### config.mk
export PLATFORM = sky130hd
export DESIGN_NAME = active_expired_priority_scheduler
export DESIGN_NICKNAME = d
export VERILOG_FILES = /design/src/rtl/aeps_pkg.sv /design/src/rtl/aeps_front.sv /design/src/rtl/aeps_fifo.sv /design/src/rtl/aeps_back.sv /design/src/rtl/active_expired_priority_scheduler.sv
export SDC_FILE = /design/constraint.sdc
export NUM_CORES = 2
export LEC_CHECK = 0
export BUFFER_PORTS_ARGS = -buffer_cell sky130_fd_sc_hd__buf_2
export CELL_PAD_IN_SITES_DETAIL_PLACEMENT = 1
export CELL_PAD_IN_SITES_GLOBAL_PLACEMENT = 1
export CORE_ASPECT_RATIO = 0.75
export CORE_MARGIN = 8
export CORE_UTILIZATION = 50
export CTS_CLUSTER_DIAMETER = 100
export DETAILED_ROUTE_END_ITERATION = 8
export PLACE_DENSITY_LB_ADDON = 0.1
export SYNTH_ARGS = -nofsm -noshare
export SYNTH_HDL_FRONTEND = slang
export SYNTH_SLANG_ARGS = --single-unit
### constraint.sdc
create_clock -name clk -period 10.8 [get_ports clk]
set_input_delay 1.62 -clock clk [delete_from_list [all_inputs] [get_ports clk]]
set_output_delay 1.62 -clock clk [all_outputs]
set_load 0.05 [all_outputs]
### src/rtl/aeps_pkg.sv
// Shared types and constants of the active/expired priority scheduler.
package aeps_pkg;

  localparam int TASK_ID_W = 8;
  localparam int LEVEL_W   = 4;
  localparam int PRIO_W    = 3;
  localparam int TIME_W    = 32;
  localparam int CFG_W     = 4;
  localparam int FIFO_DEPTH = 2;

  localparam logic CFG_NUM_LEVELS = 1'b0;
  localparam logic CFG_PREEMPT    = 1'b1;

  typedef enum logic {
    CMD_ADD  = 1'b0,
    CMD_NEXT = 1'b1
  } cmd_t;

  typedef enum logic [1:0] {
    ST_OK    = 2'd0,
    ST_FULL  = 2'd1,
    ST_RANGE = 2'd2
  } status_t;

  typedef enum logic {
    BK_RUN = 1'b0,
    BK_POP = 1'b1
  } bk_state_t;

  typedef struct packed {
    cmd_t                  command;
    logic [TASK_ID_W-1:0]  task_id;
    logic signed [3:0]     dynamic_priority;
    logic [3:0]            static_priority;
    logic                  running_valid;
    logic signed [3:0]     running_priority;
    logic [TIME_W-1:0]     running_deadline;
    logic [TIME_W-1:0]     current_time;
  } in_item_t;

  typedef struct packed {
    status_t               status;
    logic                  task_valid;
    logic [TASK_ID_W-1:0]  next_task;
    logic [PRIO_W-1:0]     assigned_priority;
    logic                  to_expired;
    logic                  preempt;
    logic                  banks_swapped;
  } out_result_t;

  typedef struct packed {
    cmd_t                  command;
    logic                  range_err;
    logic                  to_exp;
    logic [LEVEL_W-1:0]    level;
    logic [PRIO_W-1:0]     aprio;
    logic                  preempt_cand;
    logic [TASK_ID_W-1:0]  task_id;
  } cls_t;

  typedef struct packed {
    logic valid;
    cls_t item;
  } cls_slot_t;

endpackage

### src/rtl/aeps_front.sv
// Front end: accepts transactions and classifies them for the queue engine.
module aeps_front import aeps_pkg::*; (
  input  logic               start,
  input  in_item_t           in_item,
  input  logic               q_full,
  input  logic [LEVEL_W-1:0] n_levels,
  input  logic               preempt_mode,
  output logic               busy,
  output logic               push,
  output cls_t               cls
);

  logic signed [5:0] prio_s;
  logic signed [5:0] n_s;
  logic              is_exp;
  logic              bad_dyn;
  logic              range_err;
  logic              cand;

  assign busy = q_full;
  assign push = start && !q_full;
  assign n_s  = $signed({2'b00, n_levels});

  always_comb begin
    is_exp  = 1'b0;
    bad_dyn = 1'b0;
    prio_s  = '0;
    if (in_item.dynamic_priority >= 4'sd0) begin
      prio_s = $signed({2'b00, in_item.dynamic_priority});
    end else if (in_item.dynamic_priority == -4'sd1) begin
      prio_s = $signed({2'b00, in_item.static_priority}) - 6'sd1;
      is_exp = 1'b1;
    end else begin
      bad_dyn = 1'b1;
    end
    range_err = bad_dyn || (prio_s < 6'sd0) || (prio_s >= n_s);
    cand = preempt_mode && in_item.running_valid
        && ($signed(in_item.dynamic_priority) > $signed(in_item.running_priority))
        && (in_item.running_deadline > in_item.current_time);
  end

  always_comb begin
    cls.command      = in_item.command;
    cls.task_id      = in_item.task_id;
    cls.range_err    = range_err;
    cls.to_exp       = is_exp && !range_err;
    cls.level        = n_levels - LEVEL_W'(1) - prio_s[LEVEL_W-1:0];
    cls.aprio        = range_err ? '0 : prio_s[PRIO_W-1:0];
    cls.preempt_cand = cand && !range_err;
  end

endmodule

### src/rtl/aeps_fifo.sv
// Two-entry queue of classified transactions between front end and engine.
module aeps_fifo import aeps_pkg::*; (
  input  logic      clk,
  input  logic      rst_n,
  input  logic      push,
  input  cls_t      push_item,
  input  logic      pop,
  output logic      full,
  output cls_slot_t head
);

  localparam int PW = $clog2(FIFO_DEPTH);
  localparam int NW = $clog2(FIFO_DEPTH + 1);

  cls_t          slot_r [FIFO_DEPTH];
  logic [PW-1:0] wr_ptr_r, wr_ptr_nxt;
  logic [PW-1:0] rd_ptr_r, rd_ptr_nxt;
  logic [NW-1:0] cnt_r, cnt_nxt;

  assign full       = (cnt_r == NW'(FIFO_DEPTH));
  assign head.valid = (cnt_r != '0);
  assign head.item  = slot_r[rd_ptr_r];

  always_comb begin
    wr_ptr_nxt = wr_ptr_r;
    rd_ptr_nxt = rd_ptr_r;
    cnt_nxt    = cnt_r;
    if (push) begin
      wr_ptr_nxt = (wr_ptr_r == PW'(FIFO_DEPTH - 1)) ? '0 : wr_ptr_r + PW'(1);
    end
    if (pop) begin
      rd_ptr_nxt = (rd_ptr_r == PW'(FIFO_DEPTH - 1)) ? '0 : rd_ptr_r + PW'(1);
    end
    if (push && !pop) begin
      cnt_nxt = cnt_r + NW'(1);
    end else if (pop && !push) begin
      cnt_nxt = cnt_r - NW'(1);
    end
  end

  always_ff @(posedge clk) begin
    if (!rst_n) begin
      wr_ptr_r <= '0;
      rd_ptr_r <= '0;
      cnt_r    <= '0;
    end else begin
      wr_ptr_r <= wr_ptr_nxt;
      rd_ptr_r <= rd_ptr_nxt;
      cnt_r    <= cnt_nxt;
    end
  end

  always_ff @(posedge clk) begin
    if (push) begin
      slot_r[wr_ptr_r] <= push_item;
    end
  end

endmodule

### src/rtl/aeps_back.sv
// Queue engine: per-level FIFO bookkeeping, task memory and result register.
module aeps_back import aeps_pkg::*; #(
  parameter int MAX_LEVELS  = 8,
  parameter int QUEUE_DEPTH = 16
) (
  input  logic               clk,
  input  logic               rst_n,
  input  logic [LEVEL_W-1:0] n_levels,
  input  cls_slot_t          head,
  output logic               pop,
  output logic               out_strobe,
  output out_result_t        out_result
);

  localparam int NQ = 2 * MAX_LEVELS;
  localparam int QW = $clog2(NQ);
  localparam int HW = $clog2(QUEUE_DEPTH);
  localparam int CW = $clog2(QUEUE_DEPTH + 1);
  localparam int AW = $clog2(NQ * QUEUE_DEPTH);
  localparam logic [QW-1:0] BANK_OFS = QW'(MAX_LEVELS);

  bk_state_t            state_r, state_nxt;
  logic                 active_r, active_nxt;
  logic [HW-1:0]        head_r [NQ];
  logic [HW-1:0]        head_nxt [NQ];
  logic [CW-1:0]        cnt_r [NQ];
  logic [CW-1:0]        cnt_nxt [NQ];
  logic                 out_strobe_r, out_strobe_nxt;
  out_result_t          out_r, out_nxt;
  out_result_t          pend_r, pend_nxt;
  logic [TASK_ID_W-1:0] mem [NQ * QUEUE_DEPTH];
  logic [TASK_ID_W-1:0] rd_data_r;

  logic                 wr_en, rd_en;
  logic [AW-1:0]        wr_addr, rd_addr;

  logic [MAX_LEVELS-1:0] lo_ne, hi_ne, act_ne, exp_ne, sel_ne;
  logic                  swap, found, bank_use;
  logic [LEVEL_W-1:0]    idx;
  logic [QW-1:0]         q_add, q_pop, q_sel;
  logic [HW-1:0]         h_sel;
  logic [CW-1:0]         c_sel;
  logic [HW:0]           pos_sum;
  logic [HW-1:0]         pos;

  assign out_strobe = out_strobe_r;
  assign out_result = out_r;

  always_comb begin
    for (int i = 0; i < MAX_LEVELS; i++) begin
      lo_ne[i] = (cnt_r[i] != '0) && (LEVEL_W'(i) < n_levels);
      hi_ne[i] = (cnt_r[MAX_LEVELS + i] != '0) && (LEVEL_W'(i) < n_levels);
    end
    act_ne   = active_r ? hi_ne : lo_ne;
    exp_ne   = active_r ? lo_ne : hi_ne;
    swap     = !(|act_ne);
    sel_ne   = swap ? exp_ne : act_ne;
    bank_use = active_r ^ swap;
    found    = |sel_ne;
    idx      = '0;
    for (int i = MAX_LEVELS - 1; i >= 0; i--) begin
      if (sel_ne[i]) begin
        idx = LEVEL_W'(i);
      end
    end
    q_pop = (bank_use ? BANK_OFS : '0) + QW'(idx);
    q_add = ((active_r ^ head.item.to_exp) ? BANK_OFS : '0) + QW'(head.item.level);
    q_sel = (head.item.command == CMD_NEXT) ? q_pop : q_add;
    h_sel = head_r[q_sel];
    c_sel = cnt_r[q_sel];
    pos_sum = (HW + 1)'(h_sel) + (HW + 1)'(c_sel);
    pos = (pos_sum >= (HW + 1)'(QUEUE_DEPTH)) ?
          HW'(pos_sum - (HW + 1)'(QUEUE_DEPTH)) : HW'(pos_sum);
  end

  always_comb begin
    state_nxt = state_r;
    unique case (state_r)
      BK_RUN: begin
        if (head.valid && head.item.command == CMD_NEXT) begin
          state_nxt = BK_POP;
        end
      end
      BK_POP: begin
        state_nxt = BK_RUN;
      end
      default: state_nxt = BK_RUN;
    endcase
  end

  always_comb begin
    pop            = 1'b0;
    active_nxt     = active_r;
    head_nxt       = head_r;
    cnt_nxt        = cnt_r;
    out_strobe_nxt = 1'b0;
    out_nxt        = out_r;
    pend_nxt       = pend_r;
    wr_en          = 1'b0;
    rd_en          = 1'b0;
    wr_addr        = AW'(q_sel) * AW'(QUEUE_DEPTH) + AW'(pos);
    rd_addr        = AW'(q_sel) * AW'(QUEUE_DEPTH) + AW'(h_sel);
    unique case (state_r)
      BK_RUN: begin
        if (head.valid) begin
          pop = 1'b1;
          if (head.item.command == CMD_ADD) begin
            out_strobe_nxt = 1'b1;
            out_nxt        = '0;
            if (head.item.range_err) begin
              out_nxt.status = ST_RANGE;
            end else begin
              out_nxt.assigned_priority = head.item.aprio;
              out_nxt.to_expired        = head.item.to_exp;
              if (c_sel == CW'(QUEUE_DEPTH)) begin
                out_nxt.status = ST_FULL;
              end else begin
                wr_en          = 1'b1;
                cnt_nxt[q_sel] = c_sel + CW'(1);
                out_nxt.preempt = head.item.preempt_cand;
              end
            end
          end else begin
            active_nxt             = bank_use;
            pend_nxt               = '0;
            pend_nxt.banks_swapped = swap;
            pend_nxt.task_valid    = found;
            if (found) begin
              rd_en           = 1'b1;
              cnt_nxt[q_sel]  = c_sel - CW'(1);
              head_nxt[q_sel] = (h_sel == HW'(QUEUE_DEPTH - 1)) ? '0 : h_sel + HW'(1);
            end
          end
        end
      end
      BK_POP: begin
        out_strobe_nxt    = 1'b1;
        out_nxt           = pend_r;
        out_nxt.next_task = pend_r.task_valid ? rd_data_r : '0;
      end
      default: begin
        out_strobe_nxt = 1'b0;
      end
    endcase
  end

  always_ff @(posedge clk) begin
    if (!rst_n) begin
      state_r      <= BK_RUN;
      active_r     <= 1'b0;
      out_strobe_r <= 1'b0;
      for (int i = 0; i < NQ; i++) begin
        head_r[i] <= '0;
        cnt_r[i]  <= '0;
      end
    end else begin
      state_r      <= state_nxt;
      active_r     <= active_nxt;
      out_strobe_r <= out_strobe_nxt;
      head_r       <= head_nxt;
      cnt_r        <= cnt_nxt;
    end
  end

  always_ff @(posedge clk) begin
    out_r  <= out_nxt;
    pend_r <= pend_nxt;
  end

  always_ff @(posedge clk) begin
    if (wr_en) begin
      mem[wr_addr] <= head.item.task_id;
    end
    if (rd_en) begin
      rd_data_r <= mem[rd_addr];
    end
  end

endmodule

### src/rtl/active_expired_priority_scheduler.sv
// Top level of the active/expired multilevel priority scheduler.
// Every accepted transaction gives exactly one result, shown for one cycle with
// out_strobe; the receiver cannot stall it. A transaction is taken at a clock
// edge with start high and busy low and enters a two-entry queue in front of
// the queue engine. An add shows its result in the cycle after the edge at
// which the engine picks it up; a next waits for the registered read of the
// task memory in the BK_POP state. Adds sustain one per cycle, but the engine
// takes no new transaction while in BK_POP; busy rises while the queue is full.
module active_expired_priority_scheduler import aeps_pkg::*; #(
  parameter int MAX_LEVELS  = 8,
  parameter int QUEUE_DEPTH = 16
) (
  input  logic        clk,
  input  logic        rst_n,
  input  logic        start,
  output logic        busy,
  input  in_item_t    in_item,
  output logic        out_strobe,
  output out_result_t out_result,
  input  logic        cfg_we,
  input  logic        cfg_index,
  input  logic [CFG_W-1:0] cfg_data
);

  logic [CFG_W-1:0]   num_levels_r;
  logic               preempt_mode_r;
  logic [LEVEL_W-1:0] n_levels;
  logic               q_full;
  logic               push;
  logic               pop;
  cls_t               cls;
  cls_slot_t          q_head;

  always_ff @(posedge clk) begin
    if (!rst_n) begin
      num_levels_r   <= CFG_W'(4);
      preempt_mode_r <= 1'b0;
    end else if (cfg_we) begin
      case (cfg_index)
        CFG_NUM_LEVELS: num_levels_r   <= cfg_data;
        CFG_PREEMPT:    preempt_mode_r <= cfg_data[0];
        default:        num_levels_r   <= num_levels_r;
      endcase
    end
  end

  always_comb begin
    if (num_levels_r == '0) begin
      n_levels = LEVEL_W'(1);
    end else if (32'(num_levels_r) > MAX_LEVELS) begin
      n_levels = LEVEL_W'(MAX_LEVELS);
    end else begin
      n_levels = num_levels_r;
    end
  end

  aeps_front u_front (
    .start        (start),
    .in_item      (in_item),
    .q_full       (q_full),
    .n_levels     (n_levels),
    .preempt_mode (preempt_mode_r),
    .busy         (busy),
    .push         (push),
    .cls          (cls)
  );

  aeps_fifo u_fifo (
    .clk       (clk),
    .rst_n     (rst_n),
    .push      (push),
    .push_item (cls),
    .pop       (pop),
    .full      (q_full),
    .head      (q_head)
  );

  aeps_back #(
    .MAX_LEVELS  (MAX_LEVELS),
    .QUEUE_DEPTH (QUEUE_DEPTH)
  ) u_back (
    .clk        (clk),
    .rst_n      (rst_n),
    .n_levels   (n_levels),
    .head       (q_head),
    .pop        (pop),
    .out_strobe (out_strobe),
    .out_result (out_result)
  );

endmodule
======== Word level (Yosys, flattened, before mapping) ========
Memory sizes are Yosys's and may differ from the RTL's. A register that Yosys moved wholly into a read port is not among the register bits.
Index checks and enable logic that the tools add are counted.
word-level totals
  bits in registers ....................... 175
  bits in writable memories ............... 2086
  output and inout port bits .............. 19
  word-level logic and storage cells ...... 234
  memories kept ........................... 2
operators by class
  add/sub/neg operators ................... 16
  $lt $le $gt $ge ......................... 17
  equal/unequal tests ..................... 9
  mux-type cells .......................... 76
  bitwise gates (word level) .............. 5
  reduce and logical (&&, ||, !) cells .... 60
memories
  name           depth  width  rd ports  clocked after Yosys merged registers in  write ports  RTL line         RTL
  u_back.mem     256    8      1         1                                        1            aeps_back.sv:31  logic [TASK_ID_W-1:0] mem [NQ * QUEUE_DEPTH];
  u_fifo.slot_r  2      19     1         1                                        1            aeps_fifo.sv:15  cls_t slot_r [FIFO_DEPTH];
operators by type and width
  operator                                            count
  two-way mux 80 bit                                  4
  bitwise mux 80 bit                                  2
  nonzero test 5 bit                                  16
  two-way mux 4 bit                                   17
  bitwise mux 64 bit                                  1
  two-way mux 17 bit                                  2
  case mux 17 bit (2 select lines)                    1
  greater-than comparator 32 bit                      1
  two-way mux 8 bit                                   4
  two-way mux 1 bit                                   28
  logical AND 1 bit                                   26
  binary-select mux 5 bit (select 4 bit)              1
  demux 5 bit (select 4 bit)                          1
  two-way mux 5 bit                                   4
  adder 8 x 4 -> 8 bit                                2
  binary-select mux 4 bit (select 4 bit)              1
  demux 4 bit (select 4 bit)                          1
  < comparator 3 x 4 -> 1 bit (first input constant)  4
  OR reduction 8 bit                                  2
  two-way mux 6 bit                                   2
  >= comparator 5 bit (second input constant)         2
  adder 4 bit                                         2
  < comparator 1 x 4 -> 1 bit (first input constant)  2
  < comparator 2 x 4 -> 1 bit (first input constant)  2
  36 further kinds                                    55

======== Depth between registers and ports, before layout ========
  word-level depth ........................ 30
  depth in mapped cells ................... 30
  mapped depth without buffers ............ 19

======== Hierarchy ========
A second synthesis with hierarchy kept.
second synthesis, totals
  cells, all modules ...................... 7173
  area total of the unflattened synthesis .. 92462.4 µm²
by module, submodules not included
  module                             instances  cells each  area each (µm²)  sequential area each (µm²)
  aeps_back                          1          6877        89293.1          65252.6
  aeps_fifo                          1          81          1592.8           1241.2
  aeps_front                         1          188         1341.3           0.0
  active_expired_priority_scheduler  1          27          235.2            100.1

======== Worst setup path after synthesis ========
No wires, ideal clock.
  path kind ............................... reg2reg
  start point ............................. reg with a tool-made name
  end point ............................... mem u_back.mem[223][0] (enable)
  setup time .............................. 370 ps
  arrival ................................. 6347 ps
  required time ........................... 10430 ps
  slack ................................... 4082 ps
  stages on the path, launching flop included .. 27
  buffers on the path ..................... 7
  clock period less this slack ............ 6718 ps
  cells stage by stage .................... dfxtp_1 or4_1 o21bai_2 nand4_1 o2bb2ai_1 a2111o_1 a311oi_1 a21oi_2 buf_6 a311o_1 a211o_1 o311a_1 nand2_2 inv_2 buf_2 buf_2 buf_2 buf_2 ha_1 ha_1 or2_2 xor2_2 nand3_1 or2_1 buf_2 buf_2 nor2_1
RTL lines
  what           RTL line
  end, declared  aeps_back.sv:31

==> impl_metrics.py <==
metrics = {
    "layout": {
        "area_delta_synth_final_pct": 10.5,
        "drive_gt1_share_pct": 8.80,
        "nets": 7546,
    },
    "setup_path": {
        "critical_path.cell_chain": "nor4_1 > a21oi_1 > or4_4 > nor3_4 > a31oi_1 > a21boi_1 > o22a_1 > buf_4 > mux2_2 > o32ai_1 > nor4_4 > buf_4 > and2_4 > buf_12 > a32oi_1 > a31oi_1 > nand3_1 > nor4_1 > o2111ai_1",
        "slowest_stage": "nor4_1",
        "r2r_cells": 19,
        "cp.arrival_ps": 9920,
        "cp-start-kind": "flip-flop",
        "path_delay_family": "simple AND/OR/NAND/NOR gates",
        "cp.required_ps": 11330,
        "path_depth": 19,
        "critical_path_class": "flip-flop to flip-flop",
        "cpPeakStageDelay_ps": 1130,
        "end_kind": "flip-flop",
        "rr_endpoint": "u_back.rd_data_r[3]",
        "endpoint": "u_back.rd_data_r[3]",
        "reg2reg_slack_ps": 1420,
        "path_buf_inv": 3,
        "cp_max_fo": 53,
    },
    "drt": {
        "drc": 0,
        "viasPerCell": 6.30,
        "drtIter0Drc": 7822,
        "wl_per_cell_um": 30.9,
        "dr.max_layer_used": "met5",
        "met1_length_um": 136000,
        "firstDrtPassIters": 5,
        "drt-total-wl_um": 312000,
        "dr_wl_met2_um": 138000,
        "route.vias.total": 63600,
        "antenna_left": 0,
        "route.met3.wl_um": 29800,
    },
    "timing": {
        "setup_tns_ps": 0,
        "relSlewSlack_pct": 6.44,
        "hold_viol": 0,
        "setup-violations-final": 0,
        "tightest_slew_ps": 1400,
        "max_freq_ghz": 0.107,
        "fin_worst_skew_ps": 31.4,
        "fin_crit_ps": 9380,
        "final_max_slew_viol_count": 0,
        "rsz0062_at_grt": "false",
        "period_share_pct": 86.9,
    },
    "clock_tree": {
        "hold_buffers": 0,
        "cts_htree_levels": 4,
        "post_cts_buffers": 0,
        "post_cts_resize_count": 0,
        "cts_buffers": 215,
        "root_buffer": "clkbuf_16",
        "cts.sinks": 2270,
        "tritoncts": "done",
        "insertion_delay_ps": 860,
        "clockBufferDepth": 3,
        "path_clk_slew_ps": 70,
    },
    "logic_synthesis": {
        "synth.distinct_cells": 109,
        "yosysMostFrequentCell": "edfxtp_1",
        "synth_top_cell_by_area": "edfxtp_1",
        "synth_common_cells": "edfxtp_1 (2113), nand2_1 (1955), nand3_1 (725), nor2_1 (351), mux2i_1 (257)",
        "synth_cells": 7415,
        "synth_top_area_share_pct": 67.8,
        "synth_area_leaders": "edfxtp_1 (68%), nand2_1 (7.8%), nand3_1 (3.9%)",
        "synth-edff-count": 2113,
        "synth_area_sq_um": 93600,
        "yosysSeqAreaShare_pct": 71.1,
        "ys_ff_latch": 2270,
        "synthFlopType": "edfxtp_1",
        "synth.avg_cell_area_sq_um": 12.6,
        "synth-async-reset-ratio_pct": 0,
        "ys_warn_count": 0,
        "syn_nets": 7560,
    },
    "floorplan": {
        "io_pins": 114,
        "coreArea_sq_um": 186000,
        "rows": 137,
        "die_x_um": 516,
        "dieArea_sq_um": 202000,
        "initial_core_util_pct": 50.3,
        "die_y_um": 391,
    },
    "global_routing": {
        "grt_max_degree": 192,
        "grt_util_all_layers_pct": 30.2,
        "grt_pass1_wl_um": 451000,
        "grt_pass1_vias": 63700,
        "antenna_found_initial": 13,
        "gr-total-overflow": 0,
    },
    "placement": {
        "dp_hpwl_um": 191000,
        "place.gp.congestion": 0.877,
        "io_buffers": 113,
    },
    "status": {
        "status": "complete, no violations",
    },
    "hold_path": {
        "hold_class": "flip-flop to flip-flop",
    },
    "flow_run": {
        "drv_cap": 0,
    },
}
==> sequential cells by signal, summed over array words and instances (netlist names), named ones only <==
signal and flops:
u_back.mem 2048, u_back.cnt_r 64, u_back.head_r 64, u_fifo.slot_r 38
u_back.out_result 17, u_back.rd_data_r 8, num_levels_r 4, u_back.pend_r 2
u_fifo.cnt_r 2, preempt_mode_r 1, u_back.active_r 1, u_back.out_strobe 1
u_back.state_r 1, u_fifo.rd_ptr_r 1, u_fifo.wr_ptr_r 1
==> cell families after synthesis <==
logic type      share of synthesized area [%]
buf+inv                                  2.66
xor+xnor                                0.212
simple gates                             17.4
mux                                      3.14
fa+ha+maj                               0.676
flops                                    71.1
compound gates                           4.80
==> how the worst min path moves through the flow <==
| stage | start | end | slack [ps] | cells past startpoint |
|---|---|---|---|---|
| 2_1_floorplan | preempt_mode_r | preempt_mode_r | 440 | 2 |
| 3_3_place_gp | u_back.head_r[30] | u_back.head_r[30] | 470 | 1 |
| 3_5_place_dp | u_back.head_r[22] | u_back.head_r[22] | 480 | 1 |
| 4_1_cts | u_back.head_r[31] | u_back.head_r[31] | 500 | 1 |
| 5_1_grt | u_back.head_r[31] | u_back.head_r[31] | 520 | 1 |
| 6_report | u_back.head_r[14] | u_back.head_r[14] | 500 | 1 |
==> metrics by stage <==
step           instance area, sq um  worst slack (ps)  std cells  utilization, %  hold slack (ps)
2_1_floorplan                 93600              4080       7415               -              444
3_3_place_gp                  96500              1930       9685            51.9              475
3_5_place_dp                  96600              1750       9686            51.9              484
4_1_cts                      103000              1690      10100            55.6              501
5_1_grt                      103000              1210      10100            55.6              515
6_report                     103000              1420      10100            55.6              503
==> worst reg2reg max path, cell delays in order, from the launching register on <==
cell and delay [ps]:
dfxtp_1 330, nor4_1 820, a21oi_1 420, or4_4 680, nor3_4 370, a31oi_1 240, a21boi_1 370, o22a_1 780
buf_4 400, mux2_2 210, o32ai_1 110, nor4_4 360, buf_4 420, and2_4 690, buf_12 420, a32oi_1 170
a31oi_1 760, nand3_1 170, nor4_1 1130, o2111ai_1 220
==> layout make-up <==
type / instances / area [sq um]
Antenna cell: 8 / 20.0
Clock buffer: 268 / 5680
Clock inverter: 131 / 1170
Fill cell: 18400 / 82600
Inverter: 57 / 221
Multi-Input combinational cell: 4615 / 24800
Sequential cell: 2270 / 66600
Tap cell: 2502 / 3130
Timing Repair Buffer: 242 / 1770
==> cell usage in the layout (no fill, tap or decap), types with 128 or more instances in the layout <==
cell type / netlist / routed
a31oi_1: 210 / 210
nand3_1: 725 / 725
nand4_1: 248 / 248
clkbuf_16: 0 / 217
edfxtp_1: 2113 / 2113
nand2_1: 1955 / 1952
nor2b_1: 128 / 128
dfxtp_1: 157 / 157
nor2_1: 351 / 349
mux2i_1: 257 / 256
==> layer usage <==
| metal | track usage, % | vias up |
|---|---|---|
| li1 | - | 27100 |
| met4 | 7.59 | 4 |
| met3 | 6.89 | 469 |
| met2 | 45.3 | 2998 |
| met1 | 45.0 | 33000 |
| met5 | 0 | - |
Power is not shown: default switching activity piles up to over one toggle a cycle in this logic, so the estimate is an artifact.
